<file path="src/rtl/core/nspc_pkg.sv">
`default_nettype none
// ----------------------------------------------------------------------------
// Nearest-seed classifier package
// Word types of both channels, operation, metric and register codes.
// ----------------------------------------------------------------------------
package nspc_pkg;

  localparam int AREA_W = 21;
  localparam logic [AREA_W-1:0] AREA_MAX = {AREA_W{1'b1}};
  localparam int IN_COORD_W = 10;
  localparam int OUT_INDEX_W = 6;
  localparam int CFG_DATA_W = 7;

  localparam logic [1:0] OP_WRITE = 2'd0;
  localparam logic [1:0] OP_CLASSIFY = 2'd1;
  localparam logic [1:0] OP_CLEAR = 2'd2;

  localparam logic [1:0] METRIC_EUCLID = 2'd0;
  localparam logic [1:0] METRIC_MANHATTAN = 2'd1;
  localparam logic [1:0] METRIC_CHEBYSHEV = 2'd2;

  localparam logic REG_METRIC = 1'b0;
  localparam logic REG_SEED_COUNT = 1'b1;

  typedef struct packed {
    logic [1:0] operation;
    logic [5:0] seed_index;
    logic [IN_COORD_W-1:0] coord_x;
    logic [IN_COORD_W-1:0] coord_y;
  } in_word_t;

  typedef struct packed {
    logic has_seed;
    logic [OUT_INDEX_W-1:0] nearest_seed;
    logic [AREA_W-1:0] area_count;
  } out_word_t;

endpackage
`default_nettype wire

</file>
<file path="src/rtl/core/nspc_dist.sv">
`default_nettype none
// ----------------------------------------------------------------------------
// Distance pipeline
// Three stages from a seed and a pixel to the distance under the metric.
// ----------------------------------------------------------------------------
module nspc_dist #(
  parameter int COORD_BITS = 10,
  parameter int IDX_W = 6
) (
  input  wire logic clk,
  input  wire logic rst,
  input  wire logic [1:0] metric,
  input  wire logic [COORD_BITS-1:0] px,
  input  wire logic [COORD_BITS-1:0] py,
  input  wire logic [COORD_BITS-1:0] sx,
  input  wire logic [COORD_BITS-1:0] sy,
  input  wire logic in_valid,
  input  wire logic [IDX_W-1:0] in_idx,
  output logic out_valid,
  output logic [IDX_W-1:0] out_idx,
  output logic [2*COORD_BITS:0] out_dist
);
  import nspc_pkg::*;

  localparam int DIST_W = 2 * COORD_BITS + 1;
  localparam int SQ_W = 2 * COORD_BITS;

  logic v1, v2;
  logic [IDX_W-1:0] idx1, idx2;
  logic [COORD_BITS-1:0] dx1, dy1, dx2, dy2;
  logic [2*COORD_BITS-1:0] sqx2, sqy2;
  logic [DIST_W-1:0] dist_next;

  always_ff @(posedge clk) begin
    if (rst) begin
      v1 <= 1'b0;
      v2 <= 1'b0;
      out_valid <= 1'b0;
    end else begin
      v1 <= in_valid;
      v2 <= v1;
      out_valid <= v2;
    end
  end

  always_comb begin
    case (metric)
      METRIC_EUCLID: dist_next = DIST_W'(sqx2) + DIST_W'(sqy2);
      METRIC_MANHATTAN: dist_next = DIST_W'(dx2) + DIST_W'(dy2);
      METRIC_CHEBYSHEV: dist_next = (dx2 > dy2) ? DIST_W'(dx2) : DIST_W'(dy2);
      default: dist_next = '0;
    endcase
  end

  always_ff @(posedge clk) begin
    idx1 <= in_idx;
    dx1 <= (px > sx) ? px - sx : sx - px;
    dy1 <= (py > sy) ? py - sy : sy - py;
    idx2 <= idx1;
    dx2 <= dx1;
    dy2 <= dy1;
    sqx2 <= SQ_W'(dx1) * SQ_W'(dx1);
    sqy2 <= SQ_W'(dy1) * SQ_W'(dy1);
    out_idx <= idx2;
    out_dist <= dist_next;
  end

endmodule
`default_nettype wire

</file>
<file path="src/rtl/core/nearest_seed_pixel_classifier_unit.sv">
`default_nettype none
// ----------------------------------------------------------------------------
// Nearest-seed pixel classifier
// Voronoi labelling over a seed table with per-seed area counters.
// ----------------------------------------------------------------------------
// Input words arrive on in_valid/in_ready and each gives exactly one output
// word on out_valid/out_ready, held in an output register. Items are handled
// one at a time; in_ready is high only while the block is idle.
// For a classify word with a nonzero seed_count, the seed memory is read one
// entry a cycle into a three-stage distance pipeline, then the winner's area
// counter is read, incremented and written back. A clear word sweeps the area
// counter memory one entry a cycle. After reset the same sweep zeroes the
// counters, with in_ready low; configuration writes are taken throughout.
// When the receiver stalls, a finished word waits in the output register and
// the next result waits in the block until the register frees up.
// Configuration is written on cfg_write with cfg_index and cfg_data. The user
// must write it only while the block is idle; this is not enforced.
// ----------------------------------------------------------------------------
module nearest_seed_pixel_classifier_unit #(
  parameter int MAX_SEEDS = 64,
  parameter int COORD_BITS = 10
) (
  input  wire logic clk,
  input  wire logic rst,
  input  wire logic cfg_write,
  input  wire logic cfg_index,
  input  wire logic [nspc_pkg::CFG_DATA_W-1:0] cfg_data,
  input  wire logic in_valid,
  output logic in_ready,
  input  wire nspc_pkg::in_word_t in_data,
  output logic out_valid,
  input  wire logic out_ready,
  output nspc_pkg::out_word_t out_data
);
  import nspc_pkg::*;

  localparam int IDX_W = (MAX_SEEDS > 1) ? $clog2(MAX_SEEDS) : 1;
  localparam int CNT_W = $clog2(MAX_SEEDS + 1);
  localparam int DIST_W = 2 * COORD_BITS + 1;
  localparam logic [IDX_W-1:0] LAST_IDX = IDX_W'(MAX_SEEDS - 1);

  typedef enum logic [6:0] {
    S_CLEAR   = 7'b0000001,
    S_IDLE    = 7'b0000010,
    S_SCAN    = 7'b0000100,
    S_DRAIN   = 7'b0001000,
    S_AREA_RD = 7'b0010000,
    S_AREA_WR = 7'b0100000,
    S_DONE    = 7'b1000000
  } state_t;

  state_t state;
  logic [1:0] metric;
  logic [CFG_DATA_W-1:0] seed_count;
  logic [IDX_W-1:0] clr_addr;
  logic clr_reply;
  logic [IDX_W-1:0] scan_idx, scan_last;
  logic issue_done;
  logic [COORD_BITS-1:0] px, py;
  logic [IDX_W-1:0] best;
  logic [DIST_W-1:0] best_dist;
  out_word_t res;

  logic [2*COORD_BITS-1:0] seed_mem [MAX_SEEDS];
  logic [2*COORD_BITS-1:0] seed_q;
  logic s0_valid;
  logic [IDX_W-1:0] s0_idx;
  logic [AREA_W-1:0] area_mem [MAX_SEEDS];
  logic [AREA_W-1:0] area_q;
  logic [AREA_W-1:0] area_next;

  logic accept;
  logic issue;
  logic seed_we;
  logic [CNT_W-1:0] n_seeds;
  logic d_valid;
  logic [IDX_W-1:0] d_idx;
  logic [DIST_W-1:0] d_dist;

  assign in_ready = (state == S_IDLE);
  assign accept = in_valid && in_ready;
  assign issue = (state == S_SCAN) && !issue_done;
  assign seed_we = accept && (in_data.operation == OP_WRITE) &&
                   (int'(in_data.seed_index) < MAX_SEEDS);
  assign n_seeds = (int'(seed_count) > MAX_SEEDS) ? CNT_W'(MAX_SEEDS) : CNT_W'(seed_count);
  assign area_next = (area_q == AREA_MAX) ? area_q : area_q + AREA_W'(1);

  always_ff @(posedge clk) begin
    if (rst) begin
      metric <= METRIC_EUCLID;
      seed_count <= '0;
    end else if (cfg_write) begin
      case (cfg_index)
        REG_METRIC: metric <= cfg_data[1:0];
        REG_SEED_COUNT: seed_count <= cfg_data;
        default: metric <= metric;
      endcase
    end
  end

  always_ff @(posedge clk) begin
    if (seed_we) begin
      seed_mem[IDX_W'(in_data.seed_index)] <= {COORD_BITS'(in_data.coord_y),
                                              COORD_BITS'(in_data.coord_x)};
    end
    if (issue) begin
      seed_q <= seed_mem[scan_idx];
    end
    s0_idx <= scan_idx;
  end

  always_ff @(posedge clk) begin
    if (state == S_CLEAR) begin
      area_mem[clr_addr] <= '0;
    end else if (state == S_AREA_WR) begin
      area_mem[best] <= area_next;
    end
    if (state == S_AREA_RD) begin
      area_q <= area_mem[best];
    end
  end

  nspc_dist #(
    .COORD_BITS(COORD_BITS),
    .IDX_W(IDX_W)
  ) u_dist (
    .clk(clk),
    .rst(rst),
    .metric(metric),
    .px(px),
    .py(py),
    .sx(seed_q[COORD_BITS-1:0]),
    .sy(seed_q[2*COORD_BITS-1:COORD_BITS]),
    .in_valid(s0_valid),
    .in_idx(s0_idx),
    .out_valid(d_valid),
    .out_idx(d_idx),
    .out_dist(d_dist)
  );

  always_ff @(posedge clk) begin
    if (d_valid && ((d_idx == '0) || (d_dist < best_dist))) begin
      best <= d_idx;
      best_dist <= d_dist;
    end
    if (accept) begin
      px <= COORD_BITS'(in_data.coord_x);
      py <= COORD_BITS'(in_data.coord_y);
      scan_last <= IDX_W'(n_seeds - CNT_W'(1));
    end
    if (state == S_AREA_WR) begin
      res.has_seed <= 1'b1;
      res.nearest_seed <= OUT_INDEX_W'(best);
      res.area_count <= area_next;
    end else if (accept) begin
      res <= '0;
    end
  end

  always_ff @(posedge clk) begin
    if (rst) begin
      state <= S_CLEAR;
      clr_addr <= '0;
      clr_reply <= 1'b0;
      scan_idx <= '0;
      issue_done <= 1'b0;
      s0_valid <= 1'b0;
      out_valid <= 1'b0;
    end else begin
      s0_valid <= issue;
      if ((state == S_DONE) && (!out_valid || out_ready)) begin
        out_valid <= 1'b1;
      end else if (out_valid && out_ready) begin
        out_valid <= 1'b0;
      end
      case (state)
        S_CLEAR: begin
          clr_addr <= clr_addr + IDX_W'(1);
          if (clr_addr == LAST_IDX) begin
            state <= clr_reply ? S_DONE : S_IDLE;
          end
        end
        S_IDLE: begin
          if (accept) begin
            case (in_data.operation)
              OP_CLASSIFY: begin
                scan_idx <= '0;
                issue_done <= 1'b0;
                state <= (n_seeds == '0) ? S_DONE : S_SCAN;
              end
              OP_CLEAR: begin
                clr_addr <= '0;
                clr_reply <= 1'b1;
                state <= S_CLEAR;
              end
              default: state <= S_DONE;
            endcase
          end
        end
        S_SCAN: begin
          if (issue) begin
            scan_idx <= scan_idx + IDX_W'(1);
            if (scan_idx == scan_last) begin
              issue_done <= 1'b1;
              state <= S_DRAIN;
            end
          end
        end
        S_DRAIN: begin
          if (d_valid && (d_idx == scan_last)) begin
            state <= S_AREA_RD;
          end
        end
        S_AREA_RD: state <= S_AREA_WR;
        S_AREA_WR: state <= S_DONE;
        S_DONE: begin
          if (!out_valid || out_ready) begin
            out_data <= res;
            clr_reply <= 1'b0;
            state <= S_IDLE;
          end
        end
        default: state <= S_IDLE;
      endcase
    end
  end

  a_scan_in_range: assert property (@(posedge clk) disable iff (rst)
    d_valid |-> (d_idx <= scan_last))
    else $error("distance result beyond the scanned seed range");

  a_one_at_a_time: assert property (@(posedge clk) disable iff (rst)
    accept |=> !in_ready)
    else $error("new word taken while the previous one is in progress");

  a_winner_in_range: assert property (@(posedge clk) disable iff (rst)
    (state == S_AREA_RD) |-> (best <= scan_last))
    else $error("winning seed outside the scanned range");

  a_done_has_slot: assert property (@(posedge clk) disable iff (rst)
    (state == S_DONE) && (!out_valid || out_ready) |=> out_valid && (state == S_IDLE))
    else $error("finished word not moved to the output register");

endmodule
`default_nettype wire
</file>
<file path="config.mk">
export PLATFORM = sky130hd
export DESIGN_NAME = nearest_seed_pixel_classifier_unit
export DESIGN_NICKNAME = d
export VERILOG_FILES = /design/src/rtl/core/nspc_pkg.sv /design/src/rtl/core/nspc_dist.sv /design/src/rtl/core/nearest_seed_pixel_classifier_unit.sv
export SDC_FILE = /design/constraint.sdc
export NUM_CORES = 2
export LEC_CHECK = 0
export BUFFER_PORTS_ARGS = -buffer_cell sky130_fd_sc_hd__buf_2
export CORE_MARGIN = 2
export CORE_UTILIZATION = 42
export DETAILED_ROUTE_END_ITERATION = 16
export GPL_ROUTABILITY_DRIVEN = 0
export GPL_TIMING_DRIVEN = 0
export SLEW_MARGIN = 5
export SYNTH_ARGS = -nofsm -noshare
export SYNTH_HDL_FRONTEND = slang
export SYNTH_SLANG_ARGS = --single-unit
</file>
<file path="constraint.sdc">
create_clock -name clk -period 8.9 [get_ports clk]
set_input_delay 0.445 -clock clk [delete_from_list [all_inputs] [get_ports clk]]
set_output_delay 0.445 -clock clk [all_outputs]
set_load 0.03 [all_outputs]
</file>
==> reports/summary.txt <==
Initial antenna violation count: 23
Post-synth EDFFs: 2773
Initial Util: 42.3%
Synth-to-layout area growth: 15.5%
Final Skew: 0.0523 ns
Clock sinks: 2930
Critical path's largest stage delay: 0.56 ns
Clock slew at reported path FFs: 0.06 ns
Io pins: 71
First-pass GRT wire length: 414 mm
RSZ-0062 raised after global routing: false
Distinct cells, synth: 79
Critical path cell sequence: clkbuf_1, inv_1, nor2_1, fa_1, fa_1, inv_1, fa_1, inv_1, fa_1, ha_1, ha_1, a21o_1, a21oi_1, o21ai_0, a2111oi_0, o21bai_1, a21oi_1, xor2_1
Fin area: 0.137 mm^2
Layout cells sized above 1: 27.2%
Nets: 6491
CP max FO: 10
Dominant synthesized flop cell: edfxtp_1
Internal: 22300 uW
Critical path type: reg -> reg
Cells after Synth: 5619
Core area: 0.280 mm^2
Max IR drop VDD: 0.000187 V
Pwr/cell area: 204 mW/mm^2
Leakage: 0.0459 uW
Die X-Extent: 535 um
Row Count: 194
Hold WC Path Type: in -> reg
Htree depth: 5
GR Util met2: 32.4%
Root buffer cell: clkbuf_16
Synth Register Bits: 2930
Drt first pass iters: 8
Final cycle utilization of the critical path: 64.4%
# Post-CTS Setup Buffers: 0
Max Slew Vio Count: 0
Sw Ratio: 19.9%
Combinational cell fraction of total power: 0.9%
Longest Clk Path Bufs: 4
Post-CTS sizing: 0
CP Launch Type: flip-flop
Fin crit period: 5.73 ns
Post-synthesis sequential area ratio: 73.0%
Total Wirelength: 288 mm
Fillers: 22.4k
Die ar.: 0.286 mm^2
Critical Path End Type: flip-flop
Top cell by count, worst path: fa_1
PortBufs: 65
Pin count of the biggest net entering global routing: 66
Placed instance area: 0.127 mm^2
Clock Power Share: 45.2%
Starting DRT DRC Count: 5927
Vias post-DR: 57.2k
Psw: 5540 uW
Vert. Die Dim: 535 um
Sequential group share of total power: 53.9%
# DRC: 0
Wire per inst: 28.5 um
Clock Latency Late Sink: 0.89 ns
Synthesized cell area: 0.118 mm^2
CTS buffer count: 310
Critical Path RT: 9.71 ns
Total gr overflow: 0
Final setup TNS: 0 ns
Mean number of vias per cell: 5.64
Yosys warns: 0
Hold Buf Count CTS: 17
DP HPWL: 199 mm
Relative slew slack: 10.4%
Met3 GRT Util: 3.34%
Final hold violations: 0
Worst-Margin Slew: 1.34 ns
Mean Syn Cell Area: 21.1 um^2
Vias in the first global route: 57.9k
Antenna Nets Post-Route: 0
Total track usage: 20.1%
Top Usage Layer GRT: met2
CTS tree: yes
FFs w/ async S/R, synth: 0%
Fmax: 175 MHz
Final hold slack: 0.0863 ns
Slowest-stage cell, CP: fa_1
Worst Path Arrival: 6.54 ns
Met1 Use GR: 28.2%
Status: finished, final reports clean
Final setup fails: 0
Max_cap viols: 0
Post-Syn Nets: 5953
-- sequential cells by signal (all words and copies together) (netlist names), 18 cells and up --
signal / count
seed_mem: 1280
u_dist.sqy2: 18
res: 28
u_dist.out_dist: 21
area_mem: 1344
best_dist: 21
out_data: 28
area_q: 21
u_dist.sqx2: 18
seed_q: 20
-- synthesized netlist by cell type, drive strengths merged, types with 16 or more instances --
| cell type | number | area [um^2] |
|---|---|---|
| dfxtp | 157 | 3140 |
| a21oi | 91 | 459 |
| buf | 93 | 443 |
| fa | 99 | 1980 |
| xor2 | 50 | 438 |
| or3 | 16 | 115 |
| mux2i | 16 | 160 |
| a21o | 42 | 315 |
| clkbuf | 146 | 549 |
| edfxtp | 2773 | 83300 |
| nand2 | 136 | 541 |
| and2 | 74 | 463 |
| nand3 | 34 | 170 |
| mux4 | 861 | 19400 |
| o21ai | 46 | 230 |
| nand3b | 17 | 128 |
| xnor2 | 59 | 517 |
| nand4 | 18 | 113 |
| nor2 | 241 | 907 |
| nand2b | 21 | 131 |
| inv | 224 | 841 |
| nor3 | 30 | 150 |
| ha | 194 | 2430 |
| nor2b | 30 | 188 |
-- cell families after synthesis --
group | share of synthesized area [%]
DFF | 73.0
AOI/OAI and AO/OA | 1.58
and+or+nand+nor | 2.73
muxes | 16.6
adders and majority gates | 3.73
xor gates and xnor gates | 0.807
buffers and inverters | 1.55
-- placed cells by master (no fill, tap or decap), types with 42 or more instances in the layout --
cell,count
edfxtp_1,2773
mux4_2,861
clkbuf_16,315
clkbuf_1,228
inv_1,224
ha_1,194
dfxtp_1,157
nand2_1,131
buf_2,117
nor2_2,100
fa_1,99
nor2_1,98
a21oi_1,83
and2_1,74
buf_8,70
xnor2_1,59
clkinv_1,55
xor2_1,50
o21ai_0,45
clkinv_2,44
nor2_4,43
a21o_1,42
-- per-stage QoR --
stage / instances / utilization [%] / setup WS [ns] / power (uW)
after floorplan: 5619 / - / 3.95 / 15400
after global placement: 9408 / 44.1 / 0.245 / 15500
after detailed placement: 9550 / 45.2 / 3.13 / 15600
after CTS: 10100 / 48.8 / 3.10 / 28100
after global routing: 10100 / 48.8 / 2.66 / 28600
final: 10100 / 48.8 / 3.17 / 27900
-- final timing paths --
path / startpoint / cells after the start / slack, ns / endpoint
worst max register to register: u_dist.dy1[7] / 18 / 3.17 / u_dist.sqy2[19]
worst min-delay path: in_data[26] / 5 / 0.09 / state[2]
worst min register to register: u_dist.idx2[2] / 0 / 0.32 / u_dist.out_idx[2]
worst max-delay path: u_dist.dy1[7] / 18 / 3.17 / u_dist.sqy2[19]
-- power groups by stage --
| stage | clock network [uW] | registers [uW] | logic [uW] |
|---|---|---|---|
| global route | 13300 | 15000 | 264 |
| detailed placement | 0 | 15300 | 239 |
| global placement | 0 | 15300 | 213 |
| floorplan | 0 | 15300 | 67.5 |
| CTS | 12800 | 15000 | 245 |
| finish | 12600 | 15000 | 245 |
-- area by class of cell --
type	count	area, um^2	area share (%)
clock inverter	153	1560	1.14
inverter	224	841	0.615
buffer	239	992	0.726
tap	3724	4660	3.41
antenna	11	27.5	0.0201
sequential	2930	86400	63.2
clock buffer	407	8310	6.08
timing repair buffer	226	3160	2.31
multi-input combinational	2226	30700	22.5
-- metal layers --
layer,vias to the layer above,share of wire (%)
met4,6,3.1
met1,30600,42
met3,431,6.8
met2,2002,48
met5,-,0.013
li1,24100,-
-- worst max-delay path, delay by kind of cell, from the launching register on --
family                   cells  cell delay [ns]
AO/OA/AOI/OAI                6             1.46
AND/OR/NAND/NOR              1             0.27
XOR/XNOR                     1             0.14
flip-flops                   1             0.49
buffers and inverters        4             0.74
adder cells (fa/ha/maj)      6             2.58
Note: power is estimated with default switching activity, not from simulation.
